### src/design/spq_pkg.sv
// ----------------------------------------------------------------------------
// spq_pkg
// Shared types and constants for the sorted priority queue.
// ----------------------------------------------------------------------------
`default_nettype none

package spq_pkg;

  // Queue capacity and derived widths
  localparam int DEPTH  = 8;
  localparam int ADDR_W = (DEPTH > 1) ? $clog2(DEPTH) : 1;
  localparam int CNT_W  = $clog2(DEPTH + 1);
  localparam int WORD_W = 32;

  // Request kinds
  localparam logic REQ_INSERT = 1'b0;
  localparam logic REQ_REMOVE = 1'b1;

  // Result status codes
  typedef enum logic [1:0] {
    ST_OK    = 2'd0,
    ST_FULL  = 2'd1,
    ST_EMPTY = 2'd2
  } status_t;

  // One stored entry
  typedef struct packed {
    logic signed [WORD_W-1:0] prio;
    logic signed [WORD_W-1:0] value;
  } entry_t;

  // One result item
  typedef struct packed {
    status_t                  status;
    logic signed [WORD_W-1:0] value;
    logic signed [WORD_W-1:0] prio;
  } result_t;

endpackage

`default_nettype wire

### src/design/spq_core.sv
// ----------------------------------------------------------------------------
// spq_core
// Sorted entry store and its sequencer. One memory read port and one write
// port are reused each step to shift entries, with one comparator on insert.
// ----------------------------------------------------------------------------
`default_nettype none

module spq_core import spq_pkg::*; (
  input  wire logic    clk,
  input  wire logic    rst,
  // request side
  input  wire logic    req_valid,
  output logic         req_ready,
  input  wire logic    req_type,
  input  wire entry_t  req_entry,
  // result side
  output logic         res_valid,
  input  wire logic    res_ready,
  output result_t      res
);

  typedef enum logic [2:0] {
    S_IDLE,
    S_INS_CMP,
    S_REM_HEAD,
    S_REM_SHIFT,
    S_FIN
  } state_t;

  state_t            state;
  logic [CNT_W-1:0]  count;
  logic [CNT_W-1:0]  idx;
  entry_t            new_entry;

  // Entry memory, registered read
  entry_t            mem [DEPTH];
  entry_t            rd_data;
  logic              we;
  logic [ADDR_W-1:0] waddr;
  logic [ADDR_W-1:0] raddr;
  entry_t            wdata;

  logic [CNT_W-1:0]  idx_m1;
  logic [CNT_W-1:0]  idx_m2;
  logic [CNT_W-1:0]  idx_p1;
  logic [CNT_W-1:0]  cnt_m1;
  logic              is_full;
  logic              is_empty;
  logic              new_greater;

  assign idx_m1      = idx - CNT_W'(1);
  assign idx_m2      = idx - CNT_W'(2);
  assign idx_p1      = idx + CNT_W'(1);
  assign cnt_m1      = count - CNT_W'(1);
  assign is_full     = (count == CNT_W'(DEPTH));
  assign is_empty    = (count == '0);
  // Shared comparator: new entry moves ahead only of strictly lower priority
  assign new_greater = (new_entry.prio > rd_data.prio);

  assign req_ready = (state == S_IDLE);
  assign res_valid = (state == S_FIN);

  // Memory port control
  always_comb begin
    we    = 1'b0;
    waddr = idx[ADDR_W-1:0];
    wdata = new_entry;
    raddr = '0;
    case (state)
      S_IDLE: begin
        if (req_valid && req_type == REQ_INSERT) begin
          if (is_empty) begin
            we    = 1'b1;
            waddr = '0;
            wdata = req_entry;
          end else begin
            raddr = cnt_m1[ADDR_W-1:0];
          end
        end
      end
      S_INS_CMP: begin
        we = 1'b1;
        if (idx == '0) begin
          waddr = '0;
        end else if (new_greater) begin
          wdata = rd_data;
          raddr = idx_m2[ADDR_W-1:0];
        end
      end
      S_REM_HEAD: begin
        raddr = ADDR_W'(1);
      end
      S_REM_SHIFT: begin
        we    = 1'b1;
        waddr = idx_m1[ADDR_W-1:0];
        wdata = rd_data;
        raddr = idx_p1[ADDR_W-1:0];
      end
      default: begin
      end
    endcase
  end

  // Memory array
  always_ff @(posedge clk) begin
    if (we) begin
      mem[waddr] <= wdata;
    end
    rd_data <= mem[raddr];
  end

  // Sequencer
  always_ff @(posedge clk) begin
    if (rst) begin
      state <= S_IDLE;
      count <= '0;
      idx   <= '0;
    end else begin
      case (state)
        S_IDLE: begin
          if (req_valid) begin
            new_entry  <= req_entry;
            res.value  <= '0;
            res.prio   <= '0;
            res.status <= ST_OK;
            if (req_type == REQ_INSERT) begin
              if (is_full) begin
                res.status <= ST_FULL;
                state      <= S_FIN;
              end else if (is_empty) begin
                count <= CNT_W'(1);
                state <= S_FIN;
              end else begin
                idx   <= count;
                state <= S_INS_CMP;
              end
            end else begin
              if (is_empty) begin
                res.status <= ST_EMPTY;
                state      <= S_FIN;
              end else begin
                state <= S_REM_HEAD;
              end
            end
          end
        end
        // Walk from the rear, shifting lower-priority entries back by one
        S_INS_CMP: begin
          if (idx == '0 || !new_greater) begin
            count <= count + CNT_W'(1);
            state <= S_FIN;
          end else begin
            idx <= idx_m1;
          end
        end
        // Capture head, then shift the rest forward
        S_REM_HEAD: begin
          res.value <= rd_data.value;
          res.prio  <= rd_data.prio;
          if (count == CNT_W'(1)) begin
            count <= '0;
            state <= S_FIN;
          end else begin
            idx   <= CNT_W'(1);
            state <= S_REM_SHIFT;
          end
        end
        S_REM_SHIFT: begin
          if (idx_p1 == count) begin
            count <= cnt_m1;
            state <= S_FIN;
          end else begin
            idx <= idx_p1;
          end
        end
        // Hold the result until the output stage takes it
        S_FIN: begin
          if (res_ready) begin
            state <= S_IDLE;
          end
        end
        default: begin
          state <= S_IDLE;
        end
      endcase
    end
  end

endmodule

`default_nettype wire

### src/design/sorted_priority_queue.sv
// ----------------------------------------------------------------------------
// sorted_priority_queue
// Priority queue of DEPTH entries kept sorted by signed priority.
//
// Input stream (s_axis): one request per transfer. tuser selects insert or
// remove; tdata carries the data word and priority for an insert.
// Output stream (m_axis): exactly one result per request. tuser carries the
// status (ok, full, empty); tdata carries the removed entry, zero otherwise.
// Entries of equal priority leave in arrival order.
//
// Timing: the block takes one request at a time. An insert walks from the
// rear past each stored entry of lower priority; a remove shifts every
// entry behind the head forward. Refused requests and inserts into an
// empty queue need no walk. The walk runs through the one memory read
// port, the one write port and, on insert, the single comparator. The
// block is ready again in the cycle after the result leaves the core.
// The result sits in an output register: a stalled receiver holds it there
// and the block stops taking requests only once a second result is ready.
// Reset empties the queue; the entry memory needs no clearing pass.
// ----------------------------------------------------------------------------
`default_nettype none

module sorted_priority_queue import spq_pkg::*; (
  input  wire logic         clk,
  input  wire logic         rst,
  // request stream
  input  wire logic         s_axis_tvalid,
  output logic              s_axis_tready,
  input  wire logic [63:0]  s_axis_tdata,   // item_value[31:0], item_priority[63:32]
  input  wire logic [0:0]   s_axis_tuser,   // req_type[0]
  // result stream
  output logic              m_axis_tvalid,
  input  wire logic         m_axis_tready,
  output logic [63:0]       m_axis_tdata,   // head_value[31:0], head_priority[63:32]
  output logic [1:0]        m_axis_tuser    // status[1:0]
);

  entry_t  req_entry;
  logic    res_valid;
  logic    res_ready;
  result_t res;
  result_t out_res;

  assign req_entry.value = s_axis_tdata[31:0];
  assign req_entry.prio  = s_axis_tdata[63:32];

  spq_core u_core (
    .clk       (clk),
    .rst       (rst),
    .req_valid (s_axis_tvalid),
    .req_ready (s_axis_tready),
    .req_type  (s_axis_tuser[0]),
    .req_entry (req_entry),
    .res_valid (res_valid),
    .res_ready (res_ready),
    .res       (res)
  );

  // Output register: load when empty or being drained
  assign res_ready = !m_axis_tvalid || m_axis_tready;

  always_ff @(posedge clk) begin
    if (rst) begin
      m_axis_tvalid <= 1'b0;
    end else if (res_ready) begin
      m_axis_tvalid <= res_valid;
    end
  end

  always_ff @(posedge clk) begin
    if (res_ready && res_valid) begin
      out_res <= res;
    end
  end

  assign m_axis_tdata = {out_res.prio, out_res.value};
  assign m_axis_tuser = out_res.status;

endmodule

`default_nettype wire

### config.mk
export PLATFORM = sky130hd
export DESIGN_NAME = sorted_priority_queue
export DESIGN_NICKNAME = d
export VERILOG_FILES = /design/src/design/spq_pkg.sv /design/src/design/spq_core.sv /design/src/design/sorted_priority_queue.sv
export SDC_FILE = /design/constraint.sdc
export NUM_CORES = 1
export LEC_CHECK = 0
export ABC_AREA = 1
export BUFFER_PORTS_ARGS = -buffer_cell sky130_fd_sc_hd__buf_2
export CORE_MARGIN = 2
export CORE_UTILIZATION = 45
export CTS_CLUSTER_DIAMETER = 60
export DETAILED_ROUTE_END_ITERATION = 10
export GPL_TIMING_DRIVEN = 0
export MAX_ROUTING_LAYER = met4
export PLACE_DENSITY = 0.62
export SYNTH_ARGS = -nofsm -noshare
export SYNTH_HDL_FRONTEND = slang
export SYNTH_SLANG_ARGS = --single-unit
### constraint.sdc
create_clock -name clk -period 11.1 [get_ports clk]
set_clock_uncertainty 0.1 [all_clocks]
set_input_delay 1.11 -clock clk [delete_from_list [all_inputs] [get_ports clk]]
set_output_delay 1.11 -clock clk [all_outputs]
set_load 0.02 [all_outputs]
After elaboration in Yosys (flattened, before gate mapping)

Memory sizes are Yosys's and may differ from the RTL's. A register that Yosys moved wholly into a read port is not among the register bits.
Index checks and enable logic that the tools add are counted.

Magnitude comparators: 1
Reductions and logical operators: 17
Divide/modulo/power cells: 0
Bitwise gates (word level): 2
$add $sub $neg: 5
Equal/unequal tests: 19
$mul: 0
Multiplexer cells: 50
Shift-type cells: 0

Operators with widths:

| kind                                                                     | number |
|---|---|
| 64-bit two-way mux                                                       | 5 |
| 64-bit case mux with 3 select lines                                      | 1 |
| 64-bit case mux with 2 select lines                                      | 1 |
| 4-bit two-way mux                                                        | 14 |
| 3-bit two-way mux                                                        | 16 |
| 32-bit > comparator                                                      | 1 |
| 4-bit case mux with 4 select lines                                       | 2 |
| 8-bit AND reduction                                                      | 2 |
| 3-bit case mux with 5 select lines                                       | 1 |
| 2-bit inequality test (second input constant)                            | 7 |
| 3-bit case mux with 4 select lines                                       | 1 |
| 2-bit by 1-bit inequality test with 1-bit output (second input constant) | 5 |
| 3-bit case mux with 3 select lines                                       | 1 |
| 4-bit by 1-bit adder with 4-bit output (second input constant)           | 2 |
| 4-bit zero test                                                          | 2 |
| 4-bit by 1-bit subtractor with 4-bit output (second input constant)      | 2 |
| 3-bit by 2-bit equality test with 1-bit output (second input constant)   | 2 |
| 3-bit AND reduction                                                      | 2 |
| 1-bit two-way mux                                                        | 5 |
| 4-bit by 1-bit equality test with 1-bit output (second input constant)   | 1 |
| 4-bit equality test                                                      | 1 |
| 4-bit equality test (second input constant)                              | 1 |
| 2-bit two-way mux                                                        | 2 |
| 4-bit AND reduction                                                      | 1 |
| other kinds (12)                                                         | 16 |

Register bits after elaboration: 208
Output and inout port bits: 68
Input bits: 69
Memories: 1
Bits in writable memories: 512
ROM bits: 0
Word-level logic and storage cells: 107
Latch bits: 0

Memory list:

| memory     | words | width | rd ports | clocked after memory_dff | write ports | RTL line       | RTL |
|---|---|---|---|---|---|---|---|
| u_core.mem | 8     | 64    | 1        | 1                        | 1           | spq_core.sv:36 | `entry_t mem [DEPTH];` |

Longest topological paths before layout

Depth after elaboration: 6
Depth in mapped cells: 24
Gate-level depth less buffers: 22

By module

Synthesis repeated with hierarchy kept, for this count alone.

Cell total of the unflattened synthesis: 2703
Area total of the unflattened synthesis: 31978.2 µm²

By module, submodules not included:

| module                | seq. area each (µm²) | cells each | area each (µm²) | instances |
|---|---|---|---|---|
| spq_core              | 20779.9              | 2631       | 29948.7         | 1 |
| sorted_priority_queue | 2001.9               | 72         | 2029.4          | 1 |

Worst setup path after synthesis

No wires, ideal clock.

Path kind: in2reg
Start point: in s_axis_tvalid
End point: mem u_core.mem[4][0] in the netlist's numbering (enable)
Arrival: 4.826 ns
Stages: 12
Library setup time: 0.487 ns
Required time: 10.513 ns
Slack: 5.687 ns
Buffers on the path: 0
Path through: inv_1 > nor2_1 > inv_1 > nor2_1 > nand2_1 > nand2_1 > inv_1 > o21ai_0 > o21ai_0 > inv_1 > nand2_1 > nor2_1

Longest elaborated chain between the ends: 5
Elaborated cells between the ends (all ways): 7
Those cells by class: mux (6); reduce/logical (1)

Ends and longest elaborated chain:

| item                                    | RTL line                    | RTL |
|---|---|---|
| start, declared                         | sorted_priority_queue.sv:27 | `input wire logic s_axis_tvalid,` |
| 1-bit logical AND *                     | spq_core.sv:71              | `if (req_valid && req_type == REQ_INSERT) begin` |
| 1-bit two-way mux                       | spq_core.sv:71              |  |
| 1-bit case mux with 2 select lines      | spq_core.sv:69              | `case (state)` |
| 1-bit two-way mux                       | spq_core.sv:106             | `if (we) begin` |
| 1-bit two-way mux (implied by the code) | spq_core.sv:107             | `mem[waddr] <= wdata;` |
| end, declared                           | spq_core.sv:36              |  |

Every way passes the cells marked *; elsewhere a longest branch is shown, timed or not.

==> metrics <==
HP Start u_core.res[54]; fill cell count 5998; Tot Pwr 12.3 mW; Area Overhead vs Synth 16.0%; fin. max-slew vios 0; Worst EP required 11.34 ns; Cell Pwr Density 332 nW/µm²; arrival time worst endpoint 4.79 ns; largest family of logic cells by synthesized area simple AND/OR/NAND/NOR gates; status finished clean; Die Y-Extent 271 µm; post-synthesis sequential area ratio 71.3%; first-pass GRT wire length 144000 µm; Leak Pwr 14.0 nW; number of enable flip-flop cells after synthesis 708; Vias/cell 5.77; max_cap viols 0; Yosys reg bits 784; drt drc 0; syn_nets 2798; unrepaired setup endpoints after global routing no; Via Count 22700; Slew Limit Headroom 8.90%; WP buf/inv 2; met3 wire len 11300 µm; Longest Clk Path Bufs 3; Mapped Avg Cell Area 11.9 µm²; Reg-to-Reg Start u_core.rd_data[45]; Final ANT Viol Nets 0; CTS sink cnt 784; gp weighted congestion 0.900; Yosys top cell by area edfxtp_1; CTS root buf clkbuf_16; Setup Buffers After CTS 0; final core occ 52.9%; CTS buffer count 80; fraction of layout cells with a size suffix above 1 15.1%; antenna violations before repair 0; Core Region 70100 µm²; CP Class flip-flop to flip-flop; worst reg2reg path depth 15; DR WL/cell 25.3 µm; synth top area cells edfxtp_1 (67%), nand3_1 (11%), nand2_1 (6.6%); Synth top area share 66.5%; nets 3042; FMAX 0.220 GHz; Initial Utilization 45.6%; CP Capture Type flip-flop; crit-path cells inv_1 > ha_1 > a21oi_1 > o21ai_0 > nor2_1 > nand2_1 > nand2_1 > nand3_1 > nand2_2 > nand3_1 > nand2_1 > nand2_1 > clkbuf_1 > nand2_1 > a21oi_1; Reg2Reg Setup Slack 6.55 ns; Buffers on Ports 136; Async SR Flop Fraction 0%; gr ovfl total 0; DP Wirelength 66900 µm; hold endpoint m_axis_tdata[22]; Die Span X 271 µm; ys flop type edfxtp_1; Max FO, Critical Path 10; most instantiated library cell after synthesis edfxtp_1; Final setup viols 0; synthesized cell area 32000 µm²; met1 WL 40100 µm; # H-tree levels 3; Reg2Reg Capture Point u_core.mem[4][56]; WHS Path Cells 0; XOR/XNOR share of the synthesized area 0.164%; CTS Hold Buffers Added 0; Hold WC Path Type flip-flop to flip-flop; vias in the first global route 21400; Post-Synth Simple-Gate Area 19.7%; drt initial violations 3059; Syn. warnings 0; max layer used met4; # resized after CTS 0; Top Family by Delay on Critical Path compound AO/OA/AOI/OAI gates; Worst Max-Slew Pin Slew 1.37 ns; gr usage total 27.8%; Clock Latency Late Sink 0.64 ns; Yosys cell types 42; Top cell by count, worst path nand2_1; Synth Area in Adders 1.57%; multiplexer share of the synthesized area 0%; top post-synthesis cells by count edfxtp_1 (708), nand3_1 (671), nand2_1 (558); CTS tree yes; Setup TNS 0 ns; final hold viol count 0; Crit path largest cell delay 0.87 ns; Critical Path Start Type flip-flop; Worst VDD drop 142 µV; Pre-antenna DRT Iters 7; post-synthesis compound-gate area fraction 2.67%; min Tclk post-route 4.55 ns; WL met2 43900 µm; WL final 99700 µm; Mapped Cells 2689; largest net degree at the start of global routing 34; Std-Cell Rows 97; clock slew at reported path FFs 0.06 ns; Die ar. 73200 µm²; # IOs 137; ratio of final minimum period to clock period 41.0%; Slowest cell on crit path clkbuf_1
[final cells by class]
type	count	area [µm²]	area share (%)
multi-input cells	1602	7800	21.0
well taps	940	1180	3.17
plain buffers	160	932	2.51
clock buffers	112	2310	6.22
inverters	143	537	1.45
clock inverters	35	299	0.806
repair buffers	162	1250	3.38
diodes	2	5.00	0.0135
flip-flops and latches	784	22800	61.4
[layer usage]
metal  vias to the layer above  GRT usage (%)
met3                       261           5.52
met2                      1450           40.9
met5                         -              -
met1                     11000           37.6
met4                         0           11.8
li1                      10000              -
[cells by family (layout without fill, tap and decap cells)]
logic type,count (synthesis),after routing
AO/OA/AOI/OAI,144,144
XOR/XNOR,6,6
adder cells (fa/ha/maj),40,40
flip-flops,784,784
AND/OR/NAND/NOR,1412,1412
buffers and inverters,303,612
other,0,2
[power by group]
group | internal, mW | switching [mW] | leakage, nW
combinational | 1.28 | 3.67 | 5.60
sequential | 4.48 | 0.222 | 7.11
clock | 1.55 | 1.13 | 1.26
total | 7.30 | 5.02 | 14.0
[through the flow]
| stage | cells | worst slack (ns) | hold slack (ns) | instance area, µm² |
|---|---|---|---|---|
| after floorplan | 2689 | 5.69 | 0.300 | 32000 |
| final | 3940 | 6.55 | 0.316 | 37100 |
| after global placement | 3765 | 2.34 | 0.300 | 33800 |
| after global routing | 3938 | 6.47 | 0.321 | 37100 |
| after detailed placement | 3791 | 6.76 | 0.305 | 34500 |
| after CTS | 3938 | 6.70 | 0.317 | 37100 |
[layout by cell type (no fill, tap or decap), types with 3 or more instances in the layout]
cell,n
clkinv_2,7
edfxtp_1,708
a221oi_1,5
bufinv_16,4
nand3_1,671
nor2_1,116
buf_12,19
clkinvlp_4,5
or2_2,24
a21oi_1,56
ha_1,40
o21ai_0,41
buf_6,23
clkinv_1,17
o211ai_1,5
nand4_1,14
nand3b_1,5
inv_2,7
a211oi_1,3
clkbuf_1,49
nor2_4,12
buf_4,12
clkbuf_16,84
inv_1,133
xor2_1,4
clkbuf_8,10
buf_2,227
buf_1,3
buf_16,7
a22oi_1,20
nor3_1,6
nand2_1,558
dfxtp_1,76
[worst max path at each step]
stage                         to  slack (ns)            startpoint  cells after the start
2_1_floorplan   u_core.mem[4][0]        5.69         s_axis_tvalid                     12
3_3_place_gp    u_core.mem[5][9]        2.34         s_axis_tvalid                     13
3_5_place_dp    u_core.mem[4][6]        6.76         s_axis_tvalid                     15
4_1_cts        u_core.mem[7][52]        6.70    u_core.rd_data[45]                     15
5_1_grt        u_core.mem[6][52]        6.47  u_core.new_entry[63]                     12
6_report       u_core.mem[4][56]        6.55    u_core.rd_data[45]                     15
[registers in the layout, indices dropped and copies added (netlist names)]
name	flops
u_core.rd_data	64
u_core.count	4
u_core.new_entry	64
m_axis_tdata	64
u_core.idx	4
m_axis_tuser	2
m_axis_tvalid	1
u_core.res	66
u_core.mem	512
u_core.state	3
Power figures use the tool's default switching activity.
